[src/rtl/ked_pkg.sv]
// ked_pkg: shared types and constants of the key event detector.
// Depends on nothing; used by every module of the block but ked_div.
package ked_pkg;

  // Input beat and result beat
  typedef struct packed {
    logic [2:0]  key_index;
    logic        pin_level;
    logic [31:0] now_ms;
  } in_item_t;

  typedef struct packed {
    logic [2:0] event_key;
    logic [2:0] event_code;
    logic       last_event;
  } out_item_t;

  // Configuration register file
  typedef struct packed {
    logic        active_high;
    logic [15:0] debounce_ms;
    logic [15:0] long_press_ms;
    logic [15:0] repeat_interval_ms;
    logic        long_press_enable;
    logic        double_click_enable;
    logic        repeat_enable;
    logic [7:0]  key_enable_mask;
  } cfg_t;

  // Classified sample handed from front to back
  typedef struct packed {
    logic [2:0]  key;
    logic        pressed;
    logic [31:0] now_ms;
  } work_t;

  localparam logic [2:0] REG_ACTIVE_HIGH  = 3'd0;
  localparam logic [2:0] REG_DEBOUNCE     = 3'd1;
  localparam logic [2:0] REG_LONG_PRESS   = 3'd2;
  localparam logic [2:0] REG_REPEAT_IVL   = 3'd3;
  localparam logic [2:0] REG_LONG_EN      = 3'd4;
  localparam logic [2:0] REG_DOUBLE_EN    = 3'd5;
  localparam logic [2:0] REG_REPEAT_EN    = 3'd6;
  localparam logic [2:0] REG_KEY_MASK     = 3'd7;

  localparam logic [1:0] PH_RELEASED = 2'd0;
  localparam logic [1:0] PH_PRESSED  = 2'd1;
  localparam logic [1:0] PH_DEBOUNCE = 2'd2;
  localparam logic [1:0] PH_LONG     = 2'd3;

  localparam logic [2:0] EV_DOWN       = 3'd0;
  localparam logic [2:0] EV_UP         = 3'd1;
  localparam logic [2:0] EV_SHORT      = 3'd2;
  localparam logic [2:0] EV_DOUBLE     = 3'd3;
  localparam logic [2:0] EV_LONG_START = 3'd4;
  localparam logic [2:0] EV_HOLD       = 3'd5;
  localparam logic [2:0] EV_LONG_UP    = 3'd6;
  localparam logic [2:0] EV_REPEAT     = 3'd7;

  localparam logic [31:0] DOUBLE_WINDOW_MS = 32'd500;
  localparam logic [31:0] HOLD_PERIOD_MS   = 32'd200;

endpackage

[src/rtl/ked_front.sv]
// ked_front: accepts scan samples, drops disabled or out-of-range keys,
// decodes the pin level and queues the sample for the back end. Uses ked_pkg.
module ked_front #(
  parameter int NUM_KEYS = 8
) (
  input  logic            clk,
  input  logic            rst_n,
  input  ked_pkg::cfg_t   cfg,
  input  logic            in_push,
  input  ked_pkg::in_item_t in_item,
  output logic            in_full,
  output logic            wq_valid,
  output ked_pkg::work_t  wq_item,
  input  logic            wq_pop
);
  import ked_pkg::*;

  work_t      q_r [2];
  logic       wp_r, rp_r;
  logic [1:0] cnt_r;
  logic       acc, keep;
  work_t      w;

  // Classify the sample
  always_comb begin
    acc       = in_push && !in_full;
    keep      = (32'(in_item.key_index) < NUM_KEYS) &&
                cfg.key_enable_mask[in_item.key_index];
    w.key     = in_item.key_index;
    w.pressed = cfg.active_high ? in_item.pin_level : !in_item.pin_level;
    w.now_ms  = in_item.now_ms;
  end

  assign in_full  = (cnt_r == 2'd2);
  assign wq_valid = (cnt_r != 2'd0);
  assign wq_item  = q_r[rp_r];

  // Two-entry queue storage
  always_ff @(posedge clk) begin
    if (acc && keep) q_r[wp_r] <= w;
  end

  // Queue pointers
  always_ff @(posedge clk) begin
    if (!rst_n) begin
      wp_r  <= 1'b0;
      rp_r  <= 1'b0;
      cnt_r <= 2'd0;
    end else begin
      if (acc && keep) wp_r <= !wp_r;
      if (wq_pop && wq_valid) rp_r <= !rp_r;
      cnt_r <= cnt_r + 2'(acc && keep) - 2'(wq_pop && wq_valid);
    end
  end
endmodule

[src/rtl/ked_div.sv]
// ked_div: restoring divider, 32-bit dividend by 16-bit divisor, one
// quotient bit per cycle. Uses nothing from the package.
module ked_div (
  input  logic        clk,
  input  logic        rst_n,
  input  logic        start,
  input  logic [31:0] num,
  input  logic [15:0] den,
  output logic        busy,
  output logic        done,
  output logic [31:0] quo
);
  logic [31:0] q_r;
  logic [15:0] rem_r, den_r;
  logic [5:0]  cnt_r;
  logic        busy_r, done_r;
  logic [16:0] r2;
  logic        ge;

  // One restoring step
  always_comb begin
    r2 = {rem_r, q_r[31]};
    ge = (r2 >= {1'b0, den_r});
  end

  always_ff @(posedge clk) begin
    if (start) begin
      q_r   <= num;
      rem_r <= 16'd0;
      den_r <= (den == 16'd0) ? 16'd1 : den;
    end else if (busy_r) begin
      rem_r <= ge ? 16'(r2 - {1'b0, den_r}) : r2[15:0];
      q_r   <= {q_r[30:0], ge};
    end
  end

  // Step counter
  always_ff @(posedge clk) begin
    if (!rst_n) begin
      busy_r <= 1'b0;
      done_r <= 1'b0;
      cnt_r  <= 6'd0;
    end else begin
      done_r <= 1'b0;
      if (start) begin
        busy_r <= 1'b1;
        cnt_r  <= 6'd32;
      end else if (busy_r) begin
        cnt_r <= cnt_r - 6'd1;
        if (cnt_r == 6'd1) begin
          busy_r <= 1'b0;
          done_r <= 1'b1;
        end
      end
    end
  end

  assign busy = busy_r;
  assign done = done_r;
  assign quo  = q_r;
endmodule

[src/rtl/ked_back.sv]
// ked_back: per-key state machines, event generation and the result queue.
// Depends on ked_pkg and ked_div.
module ked_back #(
  parameter int NUM_KEYS = 8
) (
  input  logic               clk,
  input  logic               rst_n,
  input  ked_pkg::cfg_t      cfg,
  input  logic               wq_valid,
  input  ked_pkg::work_t     wq_item,
  output logic               wq_pop,
  output logic               out_empty,
  output ked_pkg::out_item_t out_item,
  input  logic               out_pop
);
  import ked_pkg::*;

  localparam int NK = (NUM_KEYS < 8) ? NUM_KEYS : 8;
  localparam int KW = (NK > 1) ? $clog2(NK) : 1;

  typedef enum logic [1:0] {S_IDLE, S_EVAL, S_DIV} st_t;

  st_t         st_r;
  work_t       cur_r;
  logic        lstart_r;
  logic [1:0]  ph_r [NK];
  logic [31:0] ps_r [NK];
  logic [31:0] rs_r [NK];
  logic [15:0] ct_r [NK];
  logic [31:0] hs_r [NK];

  logic [KW-1:0] idx;
  logic [1:0]    ph;
  logic [31:0]   ps, rs, hs, dur, num;
  logic [15:0]   ct, tnext;

  // Update decision
  logic [1:0]  n_push;
  logic [2:0]  ev0, ev1;
  logic        w_ph, w_ps, w_rs, w_ct, w_hs, need_div, set_lstart;
  logic [1:0]  ph_nxt;
  logic [15:0] ct_nxt;

  logic        div_start, div_busy, div_done;
  logic [31:0] div_quo;

  out_item_t   fq_r [4];
  logic [1:0]  fwp_r, frp_r;
  logic [2:0]  fcnt_r;
  logic        fpop;

  assign idx = cur_r.key[KW-1:0];
  assign ph  = ph_r[idx];
  assign ps  = ps_r[idx];
  assign rs  = rs_r[idx];
  assign ct  = ct_r[idx];
  assign hs  = hs_r[idx];
  assign dur = cur_r.now_ms - ps;
  assign num = dur - {16'd0, cfg.long_press_ms};
  assign tnext = ct + 16'd1;

  assign wq_pop    = (st_r == S_IDLE) && wq_valid && (fcnt_r <= 3'd2);
  assign div_start = (st_r == S_EVAL) && need_div;

  ked_div u_div (
    .clk   (clk),
    .rst_n (rst_n),
    .start (div_start),
    .num   (num),
    .den   (cfg.repeat_interval_ms),
    .busy  (div_busy),
    .done  (div_done),
    .quo   (div_quo)
  );

  // Phase machine of the current key
  always_comb begin
    n_push = 2'd0; ev0 = EV_DOWN; ev1 = EV_DOWN;
    w_ph = 1'b0; w_ps = 1'b0; w_rs = 1'b0; w_ct = 1'b0; w_hs = 1'b0;
    ph_nxt = ph; ct_nxt = ct; need_div = 1'b0; set_lstart = 1'b0;
    if (st_r == S_EVAL) begin
      unique case (ph)
        PH_RELEASED: begin
          if (cur_r.pressed) begin
            w_ph = 1'b1; ph_nxt = PH_DEBOUNCE; w_ps = 1'b1;
          end
        end
        PH_DEBOUNCE: begin
          if (!cur_r.pressed) begin
            w_ph = 1'b1; ph_nxt = PH_RELEASED;
          end else if (dur >= {16'd0, cfg.debounce_ms}) begin
            w_ph = 1'b1; ph_nxt = PH_PRESSED;
            n_push = 2'd1; ev0 = EV_DOWN;
            if (cfg.double_click_enable) begin
              w_ct = 1'b1;
              if ((cur_r.now_ms - rs) < DOUBLE_WINDOW_MS) begin
                if (tnext == 16'd2) begin
                  n_push = 2'd2; ev1 = EV_DOUBLE; ct_nxt = 16'd0;
                end else begin
                  ct_nxt = tnext;
                end
              end else begin
                ct_nxt = 16'd1;
              end
            end
          end
        end
        PH_PRESSED: begin
          if (!cur_r.pressed) begin
            w_ph = 1'b1; ph_nxt = PH_DEBOUNCE; w_rs = 1'b1;
            n_push = 2'd2; ev0 = EV_UP;
            ev1 = (dur < {16'd0, cfg.long_press_ms}) ? EV_SHORT : EV_LONG_UP;
          end else begin
            if (cfg.long_press_enable && dur >= {16'd0, cfg.long_press_ms}) begin
              w_ph = 1'b1; ph_nxt = PH_LONG; set_lstart = 1'b1;
            end
            if (cfg.repeat_enable && dur > {16'd0, cfg.long_press_ms}) begin
              need_div = 1'b1;
            end else if (set_lstart) begin
              n_push = 2'd1; ev0 = EV_LONG_START;
            end
          end
        end
        PH_LONG: begin
          if (!cur_r.pressed) begin
            w_ph = 1'b1; ph_nxt = PH_DEBOUNCE; w_rs = 1'b1;
            n_push = 2'd2; ev0 = EV_UP; ev1 = EV_LONG_UP;
          end else if ((cur_r.now_ms - hs) >= HOLD_PERIOD_MS) begin
            n_push = 2'd1; ev0 = EV_HOLD; w_hs = 1'b1;
          end
        end
        default: ;
      endcase
    end else if (st_r == S_DIV && div_done) begin
      // Repeat count known: long start (if any) goes first
      if (div_quo > {16'd0, ct}) begin
        w_ct = 1'b1; ct_nxt = div_quo[15:0];
        if (lstart_r) begin
          n_push = 2'd2; ev0 = EV_LONG_START; ev1 = EV_REPEAT;
        end else begin
          n_push = 2'd1; ev0 = EV_REPEAT;
        end
      end else if (lstart_r) begin
        n_push = 2'd1; ev0 = EV_LONG_START;
      end
    end
  end

  // Sequencer
  always_ff @(posedge clk) begin
    if (!rst_n) begin
      st_r     <= S_IDLE;
      lstart_r <= 1'b0;
    end else begin
      unique case (st_r)
        S_IDLE: if (wq_pop) st_r <= S_EVAL;
        S_EVAL: begin
          lstart_r <= set_lstart;
          st_r     <= need_div ? S_DIV : S_IDLE;
        end
        S_DIV:  if (div_done) st_r <= S_IDLE;
        default: st_r <= S_IDLE;
      endcase
    end
  end

  always_ff @(posedge clk) begin
    if (wq_pop) cur_r <= wq_item;
  end

  // Per-key state
  always_ff @(posedge clk) begin
    if (!rst_n) begin
      for (int i = 0; i < NK; i++) begin
        ph_r[i] <= PH_RELEASED;
        ps_r[i] <= 32'd0;
        rs_r[i] <= 32'd0;
        ct_r[i] <= 16'd0;
        hs_r[i] <= 32'd0;
      end
    end else begin
      if (w_ph) ph_r[idx] <= ph_nxt;
      if (w_ps) ps_r[idx] <= cur_r.now_ms;
      if (w_rs) rs_r[idx] <= cur_r.now_ms;
      if (w_ct) ct_r[idx] <= ct_nxt;
      if (w_hs) hs_r[idx] <= cur_r.now_ms;
    end
  end

  // Result queue, up to two beats written per cycle
  assign fpop      = out_pop && !out_empty;
  assign out_empty = (fcnt_r == 3'd0);
  assign out_item  = fq_r[frp_r];

  always_ff @(posedge clk) begin
    if (n_push != 2'd0) begin
      fq_r[fwp_r] <= '{event_key: cur_r.key, event_code: ev0,
                       last_event: (n_push == 2'd1)};
    end
    if (n_push == 2'd2) begin
      fq_r[fwp_r + 2'd1] <= '{event_key: cur_r.key, event_code: ev1,
                              last_event: 1'b1};
    end
  end

  always_ff @(posedge clk) begin
    if (!rst_n) begin
      fwp_r  <= 2'd0;
      frp_r  <= 2'd0;
      fcnt_r <= 3'd0;
    end else begin
      fwp_r  <= fwp_r + n_push;
      if (fpop) frp_r <= frp_r + 2'd1;
      fcnt_r <= fcnt_r + 3'(n_push) - 3'(fpop);
    end
  end

`ifndef SYNTHESIS
  a_fifo_bound: assert property (@(posedge clk) disable iff (!rst_n)
    fcnt_r <= 3'd4) else $error("result queue overflow");
  a_room: assert property (@(posedge clk) disable iff (!rst_n)
    (n_push != 2'd0) |-> (fcnt_r <= 3'd2)) else $error("push without room");
  a_div_live: assert property (@(posedge clk) disable iff (!rst_n)
    (st_r == S_DIV) |-> (div_busy || div_done)) else $error("divider idle in S_DIV");
  a_one_pop: assert property (@(posedge clk) disable iff (!rst_n)
    wq_pop |=> (st_r == S_EVAL)) else $error("sample popped but not evaluated");
`endif
endmodule

[src/rtl/key_event_detector_unit.sv]
// key_event_detector_unit: top level with the configuration registers.
// Depends on ked_pkg, ked_front and ked_back.
//
// Usage:
//   Input queue: a scan sample (key, pin level, ms stamp) is taken when
//   in_push is high and in_full low. Samples for disabled keys or keys at or
//   beyond NUM_KEYS produce nothing.
//   Result queue: while out_empty is low, out_item holds the oldest event;
//   out_pop takes it. Each sample gives zero, one or two events; the last
//   one carries last_event.
//   Config: cfg_we writes cfg_wdata into register cfg_index. The user must
//   write only while the block is idle; the block itself does not enforce it.
//   Flow: a sample is classified and queued (two entries), then popped and
//   evaluated by the back end; a held key past the long-press time with
//   repeat enabled also passes through the serial repeat divider. The back
//   end takes a new sample only once it is done with the last one.
//   A stalled result side fills the four-entry result queue past two entries;
//   the evaluator then waits, the sample queue fills and in_full rises.
//   Reset: synchronous, clears all key state to released and the registers
//   to their defaults; no clearing pass is needed.
module key_event_detector_unit #(
  parameter int NUM_KEYS = 8
) (
  input  logic               clk,
  input  logic               rst_n,
  input  logic               in_push,
  input  ked_pkg::in_item_t  in_item,
  output logic               in_full,
  output logic               out_empty,
  output ked_pkg::out_item_t out_item,
  input  logic               out_pop,
  input  logic               cfg_we,
  input  logic [2:0]         cfg_index,
  input  logic [15:0]        cfg_wdata
);
  import ked_pkg::*;

  cfg_t  cfg_r;
  logic  wq_valid, wq_pop;
  work_t wq_item;

  // Configuration registers
  always_ff @(posedge clk) begin
    if (!rst_n) begin
      cfg_r.active_high         <= 1'b0;
      cfg_r.debounce_ms         <= 16'd20;
      cfg_r.long_press_ms       <= 16'd1000;
      cfg_r.repeat_interval_ms  <= 16'd100;
      cfg_r.long_press_enable   <= 1'b1;
      cfg_r.double_click_enable <= 1'b1;
      cfg_r.repeat_enable       <= 1'b0;
      cfg_r.key_enable_mask     <= 8'd0;
    end else if (cfg_we) begin
      unique case (cfg_index)
        REG_ACTIVE_HIGH: cfg_r.active_high         <= cfg_wdata[0];
        REG_DEBOUNCE:    cfg_r.debounce_ms         <= cfg_wdata;
        REG_LONG_PRESS:  cfg_r.long_press_ms       <= cfg_wdata;
        REG_REPEAT_IVL:  cfg_r.repeat_interval_ms  <= cfg_wdata;
        REG_LONG_EN:     cfg_r.long_press_enable   <= cfg_wdata[0];
        REG_DOUBLE_EN:   cfg_r.double_click_enable <= cfg_wdata[0];
        REG_REPEAT_EN:   cfg_r.repeat_enable       <= cfg_wdata[0];
        REG_KEY_MASK:    cfg_r.key_enable_mask     <= cfg_wdata[7:0];
        default: ;
      endcase
    end
  end

  ked_front #(.NUM_KEYS(NUM_KEYS)) u_front (
    .clk      (clk),
    .rst_n    (rst_n),
    .cfg      (cfg_r),
    .in_push  (in_push),
    .in_item  (in_item),
    .in_full  (in_full),
    .wq_valid (wq_valid),
    .wq_item  (wq_item),
    .wq_pop   (wq_pop)
  );

  ked_back #(.NUM_KEYS(NUM_KEYS)) u_back (
    .clk       (clk),
    .rst_n     (rst_n),
    .cfg       (cfg_r),
    .wq_valid  (wq_valid),
    .wq_item   (wq_item),
    .wq_pop    (wq_pop),
    .out_empty (out_empty),
    .out_item  (out_item),
    .out_pop   (out_pop)
  );
endmodule

[config.mk]
export PLATFORM = sky130hd
export DESIGN_NAME = key_event_detector_unit
export DESIGN_NICKNAME = d
export VERILOG_FILES = /design/src/rtl/ked_pkg.sv /design/src/rtl/ked_front.sv /design/src/rtl/ked_div.sv /design/src/rtl/ked_back.sv /design/src/rtl/key_event_detector_unit.sv
export SDC_FILE = /design/constraint.sdc
export NUM_CORES = 2
export LEC_CHECK = 0
export ABC_AREA = 1
export BUFFER_PORTS_ARGS = -buffer_cell sky130_fd_sc_hd__buf_2
export CAP_MARGIN = 0
export CORE_AREA = 2 2 260 455
export CTS_CLUSTER_SIZE = 30
export DETAILED_ROUTE_END_ITERATION = 12
export DIE_AREA = 0 0 262 457
export PLACE_DENSITY = 0.68
export SLEW_MARGIN = 20
export SYNTH_ARGS = -nofsm -noshare
export SYNTH_HDL_FRONTEND = slang
export SYNTH_HIERARCHICAL = 1
export SYNTH_SLANG_ARGS = --single-unit
[constraint.sdc]
create_clock -name clk -period 8.05 [get_ports clk]
set_input_delay 0.4025 -clock clk [delete_from_list [all_inputs] [get_ports clk]]
set_output_delay 0.4025 -clock clk [all_outputs]
set_load 0.05 [all_outputs]
==> flow_summary_export.csv <==
group,metric,value,unit
global_route,antenna_found_initial,5,
detailed_routing,drc,0,
yosys,ys_ff_latch,1200,
setup_path,r2r_setup_slack,0.93,ns
sta,hold_viol_final,0,
detailed_routing,initialDrtViolationCount,5104,
clock_network,cts_tree,"built",
hold_path,holdPathStages,4,
global_route,grt_pass1_wl,301,mm
outcome,status,"complete, no violations",
yosys,ys_seq_area_share,57.2,%
yosys,yosysUniqueCellTypes,61,
detailed_routing,num_vias,49004,
setup_path,timing.reg2reg.worst_path_depth,17,
sta,period_needed,7.12,ns
finish,multi_input_area,0.0229,sq mm
pwr,p_leak,26.6,nW
finish,n_fill_cell,10099,
pwr,power_density,304,mW/mm^2
detailed_routing,avgViaCountPerCell,5.98,
detailed_routing,ant_nets,0,
clock_network,cts_buffers,106,
setup_path,end_kind,"flop",
sta,tightest_slew,1.28,ns
placed_design,hpwl,137,mm
setup_path,start_kind,"flop",
placed_design,gp_congestion,1.00,
detailed_routing,wire_per_inst,25.3,um
global_route,grt_pass1_vias,48310,
yosys,synthTopCellsByArea,"edfxtp_1 (54%), nor2_1 (10%), nand2_1 (5.2%)",
sta,setup_total_negative_slack,0,ns
detailed_routing,drt_wl_total,208,mm
flow_run,max-cap-violations,0,
global_route,overflow,0,
sta,rsz0062_at_grt,"false",
yosys,post-synth-top-count-cell,"nor2_1",
finish,regArea,0.0350,sq mm
sta,drv_slew,0,
detailed_routing,drtPass1Iterations,7,
clock_network,clock_latency,0.78,ns
setup_path,worstPathArrival,7.57,ns
yosys,syn_inst,6601,
yosys,synth_area,0.0611,sq mm
setup_path,cp_max_fo,67,
setup_path,critical_path_class,"flop to flop",
floorplan,start_util,52.6,%
floorplan,die_h,457,um
yosys,syn_nets,6839,
clock_network,clkSlewWorstSetupHoldPaths,0.07,ns
finish,syn_to_final_growth,9.65,%
yosys,yosys.area.top_type_share,53.6,%
floorplan,die_x,262,um
placed_design,io_buffers,68,
clock_network,cts.sinks,1200,
sta,finalCritPeriodShare,88.5,%
floorplan,fp-row-count,166,
setup_path,required,8.49,ns
yosys,async_flop_share,0,%
global_route,grt_max_degree,188,
pwr,finalPower,0.0204,W
pwr,vdd_drop_max,177,uV
sta,max_freq,140,MHz
clock_network,clockRootBuffer,"clkbuf_16",
sta,worst_hold_slack,0.0571,ns
floorplan,coreArea,0.116,sq mm
hold_path,hold_class,"input port to flop",
floorplan,io_pins,69,
clock_network,post_cts_resize_count,0,
clock_network,post_cts_buffers,0,
sta,maxSlewHeadroom,13.7,%
sta,skew,0.0720,ns
finish,drive_above_1_share,7.47,%
clock_network,ctsHoldBuffers,48,
clock_network,cts_buffer_depth,3,
yosys,synth.avg_cell_area,9.26,sq um
yosys,ys_warn_count,6,
yosys,synth-main-ff-cell,"edfxtp_1",
yosys,synth_edf_count,1092,
global_route,grtUsageTotal,34.5,%
floorplan,dieArea,0.120,sq mm
finish,nets,6834,
yosys,synth.top_cells.by_count,"nor2_1 (1,697), edfxtp_1 (1,092), nand2_1 (852), o21ai_0 (635), inv_1 (405)",
clock_network,htreeDepth,3,
yosys,yosysTopAreaCell,"edfxtp_1",
sta,finalSetupViolCount,0,
[worst max-delay path, stage by stage, from the launching register on]
cell and delay [ns]:
dfxtp_4 0.39, buf_4 0.56, buf_4 0.68, o21ai_0 0.20, o22ai_1 0.18, inv_1 0.05
o21ai_0 0.69, inv_1 0.33, ha_1 0.41, nand4_1 0.13, nor3_1 0.32, nand2_1 0.10
nand3_1 0.08, nand2_1 0.09, nor2_1 0.44, clkinv_1 0.70, o21ai_1 1.17, a21oi_1 0.15
[path summary, 6_finish.rpt]
check             from                     to
max               flop     u_back/ct_r[2][14]
min            out_pop        u_back/frp_r[0]
max reg2reg       flop     u_back/ct_r[2][14]
min reg2reg  cfg_r[20]  u_back/u_div/den_r[9]
[routing by layer]
metal	wire [um]	global-route usage (%)	share of wire (%)	vias to the layer above
met3	14200	5.29	6.8	622
met1	68700	36.1	33	23567
met5	0	0	0	-
met4	20200	28.9	9.7	0
li1	-	-	-	22601
met2	104000	60.1	50	2214
[flip-flops by register name, summed over array words and instances, names as in the netlist, 3 cells and up, named ones only]
signal              flops
u_back/ct_r           128
u_back/u_div/den_r     16
u_back/fq_r            28
u_back/ps_r           256
u_back/rs_r           256
u_back/hs_r           256
u_back/u_div/quo       32
cfg_r                  60
u_back/ph_r            16
u_back/idx              3
u_back/u_div/rem_r     16
u_back/fcnt_r           3
u_back/cur_r           33
u_front/q_r            72
u_back/u_div/cnt_r      6
[cells by family (layout without fill, tap and decap cells)]
kind of cell	count (synthesis)	count (layout)	share of synthesized area (%)
AOI/OAI and AO/OA	1305	1305	12.0
xor gates and xnor gates	104	104	1.50
adders and majority gates	178	178	3.70
buffers and inverters	829	912	5.48
DFF	1200	1200	57.2
muxes	37	37	0.700
other	0	5	0
and+or+nand+nor	2948	2948	19.5
[where the power goes]
part           switching, W  internal (W)
logic               0.00560       0.00241
clock network       0.00239       0.00280
registers          0.000185       0.00703
total               0.00817        0.0122
[placed cells by master, fill, tap and decap left out, types with 8 or more instances in the layout]
| master | instances |
|---|---|
| clkbuf_16 | 107 |
| dlygate4sd3_1 | 48 |
| nor2_1 | 1695 |
| a211oi_1 | 8 |
| nand3_2 | 8 |
| clkinv_1 | 38 |
| ha_1 | 173 |
| o21ai_0 | 631 |
| buf_12 | 9 |
| nand2_2 | 10 |
| o221ai_1 | 99 |
| o21a_1 | 10 |
| buf_2 | 67 |
| inv_1 | 398 |
| bufinv_16 | 10 |
| o21bai_1 | 8 |
| dfxtp_1 | 104 |
| a21o_1 | 14 |
| xor2_1 | 64 |
| nor3_1 | 48 |
| nand4_1 | 42 |
| nand3_1 | 211 |
| inv_2 | 30 |
| clkinv_2 | 19 |
| o21ai_2 | 14 |
| buf_4 | 148 |
| o21ai_1 | 78 |
| nor2_4 | 11 |
| a21boi_0 | 8 |
| nand2_1 | 849 |
| nor2_2 | 13 |
| clkbuf_1 | 19 |
| xnor2_1 | 39 |
| a31oi_1 | 14 |
| a21oi_1 | 282 |
| o22ai_1 | 119 |
| nand3b_1 | 22 |
| mux2_1 | 30 |
| nor4_1 | 12 |
| edfxtp_1 | 1092 |
[layout make-up]
type / instances / share of cell area, %
repair buffers: 272 / 3.14
inverters: 444 / 2.52
clock inverters: 69 / 1.08
flip-flops and latches: 1200 / 52.2
clock buffers: 127 / 4.12
multi-input cells: 4572 / 34.1
well taps: 1512 / 2.82
diodes: 5 / 0.0187
[stage by stage]
step | instances | setup slack, ns | util [%] | instance area [sq um]
after floorplan | 6601 | 0.616 | - | 61100
after CTS | 8194 | 1.26 | 57.6 | 67000
after detailed placement | 7950 | 1.31 | 54.2 | 63000
after global routing | 8199 | 0.783 | 57.6 | 67000
final | 8201 | 0.926 | 57.6 | 67000
after global placement | 7950 | 1.38 | 54.2 | 63000
Power figures use the tool's default switching activity.
